File: src/hw/rtl/hff_pkg.sv
// Shared types, constants and microcode program of the hex field formatter.
package hff_pkg;

   localparam int DEF_VALUE_BITS = 64;
   localparam int DEF_MAX_FIELD  = 60;
   localparam int LEN_W          = 6;
   localparam int STEP_W         = 4;
   localparam int REQ_DATA_W     = 88;
   localparam int RSP_DATA_W     = 16;

   localparam logic [7:0] ASCII_SPACE = 8'h20;
   localparam logic [7:0] ASCII_ZERO  = 8'h30;
   localparam logic [7:0] ASCII_LX    = 8'h78;
   localparam logic [7:0] ASCII_UX    = 8'h58;
   localparam logic [7:0] ASCII_LA    = 8'h61;
   localparam logic [7:0] ASCII_UA    = 8'h41;

   typedef enum logic [2:0] {
      OP_WAIT, OP_DIGITS, OP_BODY, OP_PAD, OP_EMIT, OP_DONE
   } op_type;

   typedef enum logic [1:0] {
      CH_SPACE, CH_ZERO, CH_X, CH_DIGIT
   } char_sel_type;

   typedef enum logic [1:0] {
      CNT_ONE, CNT_SPACES, CNT_NZEROS, CNT_NDIG
   } cnt_sel_type;

   typedef enum logic [2:0] {
      C_ALWAYS, C_LEAD, C_PREFIX, C_ZFILL, C_TRAIL
   } cond_type;

   typedef struct packed {
      op_type              op;
      char_sel_type        char_sel;
      cnt_sel_type         cnt_sel;
      cond_type            cond;
      logic [STEP_W-1:0]   target;
   } ucode_word_type;

   typedef struct packed {
      logic              req_valid;
      logic              cond_ok;
      logic              slot_free;
      logic [LEN_W-1:0]  run_len;
   } seq_status_type;

   typedef struct packed {
      ucode_word_type    word;
      logic              accept;
      logic              fire;
      logic [LEN_W-1:0]  run_cnt;
   } seq_ctrl_type;

   localparam logic [STEP_W-1:0] STEP_IDLE = 4'd0;

   // Program: wait, three setup steps, seven character runs, return.
   function automatic ucode_word_type ucode_rom(input logic [STEP_W-1:0] step);
      ucode_word_type w;
      w = '{op: OP_DONE, char_sel: CH_SPACE, cnt_sel: CNT_ONE, cond: C_ALWAYS,
            target: STEP_IDLE};
      unique case (step)
         4'd0:  w.op = OP_WAIT;
         4'd1:  w.op = OP_DIGITS;
         4'd2:  w.op = OP_BODY;
         4'd3:  w.op = OP_PAD;
         4'd4:  w = '{OP_EMIT, CH_SPACE, CNT_SPACES, C_LEAD,   STEP_IDLE};
         4'd5:  w = '{OP_EMIT, CH_ZERO,  CNT_ONE,    C_PREFIX, STEP_IDLE};
         4'd6:  w = '{OP_EMIT, CH_X,     CNT_ONE,    C_PREFIX, STEP_IDLE};
         4'd7:  w = '{OP_EMIT, CH_ZERO,  CNT_SPACES, C_ZFILL,  STEP_IDLE};
         4'd8:  w = '{OP_EMIT, CH_ZERO,  CNT_NZEROS, C_ALWAYS, STEP_IDLE};
         4'd9:  w = '{OP_EMIT, CH_DIGIT, CNT_NDIG,   C_ALWAYS, STEP_IDLE};
         4'd10: w = '{OP_EMIT, CH_SPACE, CNT_SPACES, C_TRAIL,  STEP_IDLE};
         default: w.op = OP_DONE;
      endcase
      return w;
   endfunction

   function automatic logic [7:0] hex_char(input logic [3:0] nib, input logic upper);
      logic [7:0] base;
      base = upper ? ASCII_UA : ASCII_LA;
      if (nib < 4'd10) begin
         return ASCII_ZERO + {4'd0, nib};
      end
      return base + {4'd0, nib - 4'd10};
   endfunction

endpackage

File: src/hw/rtl/hex_field_formatter_top.sv
// Hex field formatter: printf-style %x field builder streaming one character per transfer.
//
// Usage
//   Request channel (req_*): one transfer carries a value and its conversion flags
//   (width, precision, left align, zero pad, alternate 0x prefix, letter case).
//   Response channel (rsp_*): the formatted field, one ASCII character per transfer,
//   field length on every transfer and tlast on the final character. A field that
//   comes out empty (zero value, precision zero, width zero) yields no transfers.
//   Width and precision above MAX_FIELD saturate to it; a negative precision is absent.
// Sequencing
//   Items are handled one at a time by a microcoded sequencer. After the request
//   transfer, three setup steps size the field, then seven character runs follow,
//   one character per cycle while the response register has room; a run whose
//   condition fails or whose length is zero is skipped. The next request is taken
//   only after the last run and the return step. Each character is registered in the
//   response register. The digit run reads one nibble per cycle through a mux, also
//   only while the response register has room.
// Reset and stalls
//   Reset returns the sequencer to its wait step and empties the response register.
//   While the response register is full and rsp_tready is low, a character run holds;
//   the next request can be taken before the last character has been taken.
module hex_field_formatter_top
   import hff_pkg::*;
#(
   parameter int VALUE_BITS = DEF_VALUE_BITS,
   parameter int MAX_FIELD  = DEF_MAX_FIELD
) (
   input  logic                  clock,
   input  logic                  reset,
   input  logic                  req_tvalid,
   output logic                  req_tready,
   // value [63:0], upper_case [64], field_width [70:65], precision [77:71],
   // left_align [78], zero_pad [79], alt_prefix [80], zero [87:81]
   input  logic [REQ_DATA_W-1:0] req_tdata,
   output logic                  rsp_tvalid,
   input  logic                  rsp_tready,
   // character [7:0], field_length [13:8], zero [15:14]
   output logic [RSP_DATA_W-1:0] rsp_tdata,
   output logic                  rsp_tlast
);

   localparam int NIBBLES = (VALUE_BITS + 3) / 4;
   localparam int VAL_PAD = NIBBLES * 4;
   localparam int NIB_IW  = $clog2(NIBBLES);
   localparam int DIG_W   = $clog2(NIBBLES + 1);

   // unpack the request transfer
   logic [VALUE_BITS-1:0] req_value;
   logic                  req_upper;
   logic [LEN_W-1:0]      req_width;
   logic [6:0]            req_prec;
   logic                  req_left;
   logic                  req_zpad;
   logic                  req_alt;

   assign req_value = req_tdata[VALUE_BITS-1:0];
   assign req_upper = req_tdata[64];
   assign req_width = req_tdata[70:65];
   assign req_prec  = req_tdata[77:71];
   assign req_left  = req_tdata[78];
   assign req_zpad  = req_tdata[79];
   assign req_alt   = req_tdata[80];

   seq_status_type status;
   seq_ctrl_type   ctrl;

   hff_sequencer u_seq (
      .clock  (clock),
      .reset  (reset),
      .status (status),
      .ctrl   (ctrl)
   );

   // datapath registers
   logic [VAL_PAD-1:0] value_ff, value_in;
   logic               upper_ff, upper_in;
   logic               left_ff, left_in;
   logic               zpad_ff, zpad_in;
   logic               alt_ff, alt_in;
   logic               has_prec_ff, has_prec_in;
   logic [LEN_W-1:0]   width_ff, width_in;
   logic [LEN_W-1:0]   prec_ff, prec_in;
   logic [DIG_W-1:0]   ndig_ff, ndig_in;
   logic               prefix_ff, prefix_in;
   logic [LEN_W-1:0]   nzeros_ff, nzeros_in;
   logic [LEN_W-1:0]   spaces_ff, spaces_in;
   logic [LEN_W-1:0]   len_ff, len_in;
   logic [LEN_W-1:0]   out_cnt_ff, out_cnt_in;
   logic               rsp_valid_ff, rsp_valid_in;
   logic [7:0]         rsp_char_ff, rsp_char_in;
   logic [LEN_W-1:0]   rsp_len_ff, rsp_len_in;
   logic               rsp_last_ff, rsp_last_in;

   logic [DIG_W-1:0]   ndig_calc;
   logic               value_zero;
   logic [LEN_W-1:0]   ndig_ext;
   logic [LEN_W-1:0]   body_len;
   logic [LEN_W-1:0]   digit_pos;
   logic [NIB_IW-1:0]  nib_idx;
   logic [3:0]         nibble;
   logic [7:0]         emit_char;

   assign value_zero = ~|value_ff;
   assign ndig_ext   = LEN_W'(ndig_ff);

   // highest nonzero nibble sets the digit count; at least one digit, none for a zero value with precision zero
   always_comb begin
      ndig_calc = DIG_W'(1);
      for (int i = 1; i < NIBBLES; i++) begin
         if (|value_ff[i*4 +: 4]) begin
            ndig_calc = DIG_W'(i + 1);
         end
      end
      if (has_prec_ff && prec_ff == '0 && value_zero) begin
         ndig_calc = '0;
      end
   end

   // digits plus precision zeros
   assign body_len = (has_prec_ff && prec_ff > ndig_ext) ? prec_ff : ndig_ext;

   // status back to the sequencer
   always_comb begin
      status.req_valid = req_tvalid;
      status.slot_free = !rsp_valid_ff || rsp_tready;
      case (ctrl.word.cnt_sel)
         CNT_ONE:    status.run_len = LEN_W'(1);
         CNT_SPACES: status.run_len = spaces_ff;
         CNT_NZEROS: status.run_len = nzeros_ff;
         default:    status.run_len = ndig_ext;
      endcase
      case (ctrl.word.cond)
         C_ALWAYS: status.cond_ok = 1'b1;
         C_LEAD:   status.cond_ok = !left_ff && !(zpad_ff && !has_prec_ff);
         C_PREFIX: status.cond_ok = prefix_ff;
         C_ZFILL:  status.cond_ok = !left_ff && zpad_ff && !has_prec_ff;
         C_TRAIL:  status.cond_ok = left_ff;
         default:  status.cond_ok = 1'b0;
      endcase
   end

   assign req_tready = (ctrl.word.op == OP_WAIT);

   // digits go out most significant first
   assign digit_pos = ndig_ext - LEN_W'(1) - ctrl.run_cnt;
   assign nib_idx   = digit_pos[NIB_IW-1:0];
   assign nibble    = value_ff[nib_idx*4 +: 4];

   always_comb begin
      case (ctrl.word.char_sel)
         CH_SPACE: emit_char = ASCII_SPACE;
         CH_ZERO:  emit_char = ASCII_ZERO;
         CH_X:     emit_char = upper_ff ? ASCII_UX : ASCII_LX;
         default:  emit_char = hex_char(nibble, upper_ff);
      endcase
   end

   // next values of the datapath
   always_comb begin
      value_in    = value_ff;
      upper_in    = upper_ff;
      left_in     = left_ff;
      zpad_in     = zpad_ff;
      alt_in      = alt_ff;
      has_prec_in = has_prec_ff;
      width_in    = width_ff;
      prec_in     = prec_ff;
      ndig_in     = ndig_ff;
      prefix_in   = prefix_ff;
      nzeros_in   = nzeros_ff;
      spaces_in   = spaces_ff;
      len_in      = len_ff;
      out_cnt_in  = out_cnt_ff;
      case (ctrl.word.op)
         OP_WAIT: begin
            if (ctrl.accept) begin
               value_in    = VAL_PAD'(req_value);
               upper_in    = req_upper;
               left_in     = req_left;
               zpad_in     = req_zpad;
               alt_in      = req_alt;
               has_prec_in = !req_prec[6];
               width_in    = (req_width > LEN_W'(MAX_FIELD)) ? LEN_W'(MAX_FIELD) : req_width;
               prec_in     = (req_prec[6]) ? '0 :
                             ((req_prec[5:0] > LEN_W'(MAX_FIELD)) ? LEN_W'(MAX_FIELD)
                                                                  : req_prec[5:0]);
               out_cnt_in  = '0;
            end
         end
         OP_DIGITS: begin
            ndig_in = ndig_calc;
         end
         OP_BODY: begin
            prefix_in = alt_ff && !value_zero;
            nzeros_in = body_len - ndig_ext;
            len_in    = body_len + ((alt_ff && !value_zero) ? LEN_W'(2) : LEN_W'(0));
         end
         OP_PAD: begin
            spaces_in = (width_ff > len_ff) ? width_ff - len_ff : '0;
            len_in    = (width_ff > len_ff) ? width_ff : len_ff;
         end
         default: begin
            if (ctrl.fire) begin
               out_cnt_in = out_cnt_ff + LEN_W'(1);
            end
         end
      endcase
   end

   // response register: load on fire, drop once taken
   always_comb begin
      rsp_valid_in = rsp_valid_ff;
      rsp_char_in  = rsp_char_ff;
      rsp_len_in   = rsp_len_ff;
      rsp_last_in  = rsp_last_ff;
      if (ctrl.fire) begin
         rsp_valid_in = 1'b1;
         rsp_char_in  = emit_char;
         rsp_len_in   = len_ff;
         rsp_last_in  = (out_cnt_ff + LEN_W'(1) == len_ff);
      end else if (rsp_tready) begin
         rsp_valid_in = 1'b0;
      end
   end

   always_ff @(posedge clock) begin
      if (reset) begin
         rsp_valid_ff <= 1'b0;
         out_cnt_ff   <= '0;
      end else begin
         rsp_valid_ff <= rsp_valid_in;
         out_cnt_ff   <= out_cnt_in;
      end
   end

   always_ff @(posedge clock) begin
      value_ff    <= value_in;
      upper_ff    <= upper_in;
      left_ff     <= left_in;
      zpad_ff     <= zpad_in;
      alt_ff      <= alt_in;
      has_prec_ff <= has_prec_in;
      width_ff    <= width_in;
      prec_ff     <= prec_in;
      ndig_ff     <= ndig_in;
      prefix_ff   <= prefix_in;
      nzeros_ff   <= nzeros_in;
      spaces_ff   <= spaces_in;
      len_ff      <= len_in;
      rsp_char_ff <= rsp_char_in;
      rsp_len_ff  <= rsp_len_in;
      rsp_last_ff <= rsp_last_in;
   end

   assign rsp_tvalid = rsp_valid_ff;
   assign rsp_tdata  = {2'b00, rsp_len_ff, rsp_char_ff};
   assign rsp_tlast  = rsp_last_ff;

endmodule

File: src/hw/rtl/hff_sequencer.sv
// Microcode sequencer: step counter, program table and run counter.
module hff_sequencer
   import hff_pkg::*;
(
   input  logic           clock,
   input  logic           reset,
   input  seq_status_type status,
   output seq_ctrl_type   ctrl
);

   logic [STEP_W-1:0] step_ff, step_in;
   logic [LEN_W-1:0]  run_cnt_ff, run_cnt_in;
   ucode_word_type    word;
   logic              accept;
   logic              fire;

   assign word = ucode_rom(step_ff);

   always_comb begin
      step_in    = step_ff;
      run_cnt_in = run_cnt_ff;
      accept     = 1'b0;
      fire       = 1'b0;
      unique case (word.op)
         OP_WAIT: begin
            accept = status.req_valid;
            if (status.req_valid) begin
               step_in = step_ff + STEP_W'(1);
            end
         end
         OP_DIGITS, OP_BODY, OP_PAD: begin
            step_in = step_ff + STEP_W'(1);
         end
         OP_EMIT: begin
            // skip a run whose condition fails or whose length is zero
            if (!status.cond_ok || run_cnt_ff == status.run_len) begin
               step_in    = step_ff + STEP_W'(1);
               run_cnt_in = '0;
            end else if (status.slot_free) begin
               fire = 1'b1;
               if (run_cnt_ff + LEN_W'(1) == status.run_len) begin
                  step_in    = step_ff + STEP_W'(1);
                  run_cnt_in = '0;
               end else begin
                  run_cnt_in = run_cnt_ff + LEN_W'(1);
               end
            end
         end
         OP_DONE: begin
            step_in    = word.target;
            run_cnt_in = '0;
         end
         default: begin
            step_in = STEP_IDLE;
         end
      endcase
   end

   always_ff @(posedge clock) begin
      if (reset) begin
         step_ff    <= STEP_IDLE;
         run_cnt_ff <= '0;
      end else begin
         step_ff    <= step_in;
         run_cnt_ff <= run_cnt_in;
      end
   end

   assign ctrl = '{word: word, accept: accept, fire: fire, run_cnt: run_cnt_ff};

endmodule

File: config.mk
export PLATFORM = sky130hd
export DESIGN_NAME = hex_field_formatter_top
export DESIGN_NICKNAME = d
export VERILOG_FILES = /design/src/hw/rtl/hff_pkg.sv /design/src/hw/rtl/hex_field_formatter_top.sv /design/src/hw/rtl/hff_sequencer.sv
export SDC_FILE = /design/constraint.sdc
export NUM_CORES = 1
export LEC_CHECK = 0
export BUFFER_PORTS_ARGS = -buffer_cell sky130_fd_sc_hd__buf_2
export CORE_ASPECT_RATIO = 0.5
export CORE_MARGIN = 5
export CORE_UTILIZATION = 23
export DETAILED_ROUTE_END_ITERATION = 10
export SETUP_SLACK_MARGIN = 0.3
export SLEW_MARGIN = 20
export SYNTH_ARGS = -nofsm -noshare
export SYNTH_HDL_FRONTEND = slang
export SYNTH_SLANG_ARGS = --single-unit
File: constraint.sdc
create_clock -name clock -period 3.75 [get_ports clock]
set_input_delay 0.375 -clock clock [delete_from_list [all_inputs] [get_ports clock]]
set_output_delay 0.375 -clock clock [all_outputs]
set_load 0.01 [all_outputs]
==> impl_metrics.prom <==
# TYPE chip_impl_metric gauge
chip_impl_metric{name="final-max-slew-violation-count",unit=""} 0
chip_impl_metric{name="max_freq",unit="MHz"} 302
chip_impl_metric{name="fp-row-count",unit=""} 46
chip_impl_info{name="largest_register",value="value_ff"} 1
chip_impl_metric{name="grt.met3_usage",unit="%"} 2.93
chip_impl_info{name="cell_chosen_for_the_clock_root",value="sky130_fd_sc_hd__clkbuf_16"} 1
chip_impl_metric{name="clkTransAtPathRegs",unit="ps"} 60
chip_impl_metric{name="power_leakage",unit="nW"} 3.40
chip_impl_info{name="reg.largest.list",value="value_ff x64, rsp_char_ff x7"} 1
chip_impl_metric{name="grtUsageTotal",unit="%"} 10.4
chip_impl_info{name="worstSetupPathType",value="flip-flop to flip-flop"} 1
chip_impl_info{name="busiest_layer",value="met2"} 1
chip_impl_metric{name="final_core_util",unit="%"} 29.1
chip_impl_metric{name="clock_tree.htree_level_count",unit=""} 4
chip_impl_metric{name="net-switching-power",unit="mW"} 2.72
chip_impl_info{name="crit_path_end_kind",value="flip-flop"} 1
chip_impl_info{name="timing.critical_path.cells",value="or4_1, nor2_2, nand2_1, or4_1, nor4_2, buf_4, nor2b_1, ha_1, ha_1, or3_1, o211a_1"} 1
chip_impl_metric{name="max-clock-path-buffers",unit=""} 2
chip_impl_metric{name="die_area",unit="µm²"} 36100
chip_impl_metric{name="cells_after_dpl",unit=""} 1133
chip_impl_metric{name="synth.lib_cells_used.distinct",unit=""} 74
chip_impl_metric{name="port_buffers",unit=""} 100
chip_impl_metric{name="power.total",unit="mW"} 7.50
chip_impl_metric{name="setup_viol",unit=""} 0
chip_impl_metric{name="worst_ep_arrival",unit="ps"} 3490
chip_impl_metric{name="share_seq_of_total_power",unit="%"} 33.5
chip_impl_info{name="critPathSlowestCell",value="sky130_fd_sc_hd__or4_1"} 1
chip_impl_metric{name="hold_violations",unit=""} 0
chip_impl_metric{name="p_clk_share",unit="%"} 23.3
chip_impl_info{name="post_synth_main_area_contributors",value="sky130_fd_sc_hd__edfxtp_1 (48%), sky130_fd_sc_hd__ha_1 (5.7%), sky130_fd_sc_hd__mux4_2 (4.9%)"} 1
chip_impl_metric{name="synth_edf_count",unit=""} 119
chip_impl_metric{name="layout_min_cycle_time",unit="ps"} 3310
chip_impl_metric{name="tightestPinTransition",unit="ps"} 1010
chip_impl_metric{name="synthCells",unit=""} 607
chip_impl_metric{name="hpwlAfterDp",unit="µm"} 14700
chip_impl_metric{name="final_layout_size_suffix_gt1_share",unit="%"} 29.5
chip_impl_metric{name="power.share.switching",unit="%"} 36.3
chip_impl_metric{name="globalRouteMet1Util",unit="%"} 12.1
chip_impl_metric{name="core_area",unit="µm²"} 31700
chip_impl_metric{name="regToRegSetupSlack",unit="ps"} 440
chip_impl_metric{name="design.portCount",unit=""} 111
chip_impl_metric{name="height_of_the_die",unit="µm"} 137
chip_impl_metric{name="powerDensity",unit="nW/µm²"} 812
chip_impl_metric{name="first_global_vias",unit=""} 5414
chip_impl_metric{name="total_number_of_nets_in_the_final_design",unit=""} 854
chip_impl_metric{name="tns",unit="ps"} 0
chip_impl_info{name="most-common-layout-cells",value="sky130_fd_sc_hd__edfxtp_1 (119), sky130_fd_sc_hd__buf_2 (100), sky130_fd_sc_hd__nand2_1 (42), sky130_fd_sc_hd__inv_1 (33), sky130_fd_sc_hd__ha_1 (32)"} 1
chip_impl_metric{name="detail_route.wl_per_cell",unit="µm"} 16.1
chip_impl_metric{name="finClkSkew",unit="ps"} 9.10
chip_impl_metric{name="largest_reg_flops",unit=""} 64
chip_impl_metric{name="number_of_flip_flops_and_latches_in_the_synthesized_netlist",unit=""} 136
chip_impl_metric{name="synth_top_area_share",unit="%"} 48.3
chip_impl_metric{name="yosysSeqAreaShare",unit="%"} 52.9
chip_impl_metric{name="route.antenna.remaining_nets",unit=""} 0
chip_impl_metric{name="hold_buffers",unit=""} 0
chip_impl_metric{name="p_int",unit="mW"} 4.77
chip_impl_info{name="tritoncts",value="yes"} 1
chip_impl_info{name="yosysTopAreaCell",value="sky130_fd_sc_hd__edfxtp_1"} 1
chip_impl_metric{name="use_met2",unit="%"} 18.7
chip_impl_metric{name="count_of_non_filler_cells_in_the_finished_layout",unit=""} 1172
chip_impl_info{name="critical_path.reg2reg.endpoint",value="len_ff[3]$_DFFE_PP_"} 1
chip_impl_metric{name="final.period_utilization",unit="%"} 88.2
chip_impl_info{name="worstSetupStartpoint",value="value_ff[25]$_DFFE_PP_"} 1
chip_impl_metric{name="crit_fanout",unit=""} 4
chip_impl_metric{name="syn-cell-area",unit="µm²"} 7400
chip_impl_metric{name="globalRouteOverflowTotal",unit=""} 0
chip_impl_metric{name="cap_violations",unit=""} 0
chip_impl_metric{name="worstSkewPairLatency",unit="ps"} 430
chip_impl_info{name="synth_flop_cell",value="sky130_fd_sc_hd__edfxtp_1"} 1
chip_impl_metric{name="drt-total-wl",unit="µm"} 18800
chip_impl_info{name="hp-class",value="input pin to flip-flop"} 1
chip_impl_metric{name="antenna_found_initial",unit=""} 6
chip_impl_metric{name="globalplace.congestion",unit=""} 0.864
chip_impl_info{name="regToRegStartpoint",value="value_ff[25]$_DFFE_PP_"} 1
chip_impl_info{name="holdCritStartpoint",value="req_tdata[29]"} 1
chip_impl_info{name="cp-endpoint",value="len_ff[3]$_DFFE_PP_"} 1
chip_impl_metric{name="synth-async-reset-ratio",unit="%"} 0
chip_impl_metric{name="area.growth.synth_to_final",unit="%"} 24.7
chip_impl_metric{name="firstDrtPassIters",unit=""} 7
chip_impl_metric{name="starting_density_of_the_core",unit="%"} 23.3
chip_impl_metric{name="irDropWorstVdd",unit="µV"} 284
chip_impl_metric{name="viasPerCell",unit=""} 4.51
chip_impl_metric{name="die_w",unit="µm"} 264
chip_impl_metric{name="timing.max_slew.rel_slack",unit="%"} 32.4
chip_impl_info{name="status",value="finished, final reports clean"} 1
chip_impl_info{name="unrepaired_setup_endpoints_after_global_routing",value="false"} 1
chip_impl_metric{name="detailroute.via_count",unit=""} 5291
chip_impl_metric{name="ys_warn_count",unit=""} 0
chip_impl_info{name="startpoint_type",value="flip-flop"} 1
chip_impl_metric{name="drt_first_iter_violations",unit=""} 263
chip_impl_metric{name="combinational_fraction_of_design_power",unit="%"} 43.2
chip_impl_metric{name="drc",unit=""} 0
chip_impl_info{name="final_common_cell",value="sky130_fd_sc_hd__edfxtp_1"} 1
chip_impl_metric{name="worst_hold_slack",unit="ps"} 118
chip_impl_metric{name="postSynthAreaPerCell",unit="µm²"} 12.2
chip_impl_metric{name="required",unit="ps"} 3930
chip_impl_metric{name="r2r.worst_path.cells",unit=""} 11
chip_impl_metric{name="min_delay_path_depth",unit=""} 1
chip_impl_metric{name="timing.critical_path.slowest_cell_delay",unit="ps"} 580
chip_impl_metric{name="global_route_wire_length_before_repair",unit="µm"} 29400
chip_impl_metric{name="tritoncts.num_buffers",unit=""} 17
chip_impl_metric{name="clock-sinks",unit=""} 136
chip_impl_metric{name="pin_count_of_the_biggest_net_entering_global_routing",unit=""} 29
critical path, delay by kind of cell (launching register included):
family          cells  cell delay, ps
simple gates        7            1940
flops               1             380
buf+inv             1             160
fa+ha+maj           2             470
compound gates      1             120
synthesized netlist by cell type (5+ instances only):
cell and instances:
sky130_fd_sc_hd__edfxtp_1 119, sky130_fd_sc_hd__nand2_1 42, sky130_fd_sc_hd__inv_1 35, sky130_fd_sc_hd__ha_1 34, sky130_fd_sc_hd__nor2_1 30, sky130_fd_sc_hd__a21oi_1 27, sky130_fd_sc_hd__xnor2_1 26, sky130_fd_sc_hd__o21ai_0 21
sky130_fd_sc_hd__nand3_1 18, sky130_fd_sc_hd__dfxtp_1 17, sky130_fd_sc_hd__mux4_2 16, sky130_fd_sc_hd__clkbuf_1 15, sky130_fd_sc_hd__mux2i_1 14, sky130_fd_sc_hd__nor4_1 14, sky130_fd_sc_hd__nor2b_1 13, sky130_fd_sc_hd__or4_1 11
sky130_fd_sc_hd__a21o_1 10, sky130_fd_sc_hd__xor2_1 9, sky130_fd_sc_hd__nand2b_1 8, sky130_fd_sc_hd__nand4_1 8, sky130_fd_sc_hd__nor3_1 8, sky130_fd_sc_hd__and2_1 7, sky130_fd_sc_hd__mux2_2 6, sky130_fd_sc_hd__a31oi_1 5
sky130_fd_sc_hd__buf_2 5, sky130_fd_sc_hd__nor2_2 5, sky130_fd_sc_hd__o22ai_1 5, sky130_fd_sc_hd__or3_1 5
per-stage QoR:
stage	setup slack, ps	cell area [µm²]
floorplan	338	7420
global placement	270	8510
detailed placement	233	8510
CTS	334	9130
global route	282	9230
finish	443	9230
worst min path at each step:
stage,slack (ps),to
6_report,120,value_ff[29]$_DFFE_PP_
5_1_grt,100,value_ff[29]$_DFFE_PP_
4_1_cts,100,value_ff[29]$_DFFE_PP_
3_5_place_dp,510,out_cnt_ff[1]$_SDFFE_PP0P_
3_3_place_gp,490,out_cnt_ff[1]$_SDFFE_PP0P_
2_1_floorplan,470,rsp_len_ff[2]$_DFFE_PP_
area by class of cell:
class	count	area, µm²
well taps	432	541
multi-input cells	412	3310
repair buffers	123	714
inverters	35	135
fillers	3221	22500
clock buffers	17	425
diodes	2	5.00
clock inverters	15	189
flip-flops and latches	136	3910
power groups by stage:
stage	combinational [mW]	sequential [mW]	clock, mW
after floorplan	2.33	2.42	0
after global placement	3.06	2.53	0
after detailed placement	3.12	2.54	0
after CTS	3.15	2.51	1.78
after global routing	3.59	2.55	1.85
final	3.24	2.51	1.75
metal layers:
metal  vias to the layer above  share of wire (%)
li1                       2532                  -
met1                      2572                 42
met2                       151                 51
met3                        28                5.5
met4                         8                1.3
met5                         -               0.29
cell families after synthesis:
kind of cell / synth area share [%]
and+or+nand+nor: 14.0
muxes: 8.44
adders and majority gates: 6.56
AOI/OAI and AO/OA: 10.3
other: 0.0507
xor gates and xnor gates: 4.14
DFF: 52.9
buffers and inverters: 3.53
what timing repair did:
item | in CTS | in global routing
setup buffers | 1 | 4
endpoints found under the setup margin | 2 | 7
resized for setup | 1 | 14
pin swaps | 0 | 3
endpoints found under the hold margin | 0 | 0
(Power assumes the default switching activity.)
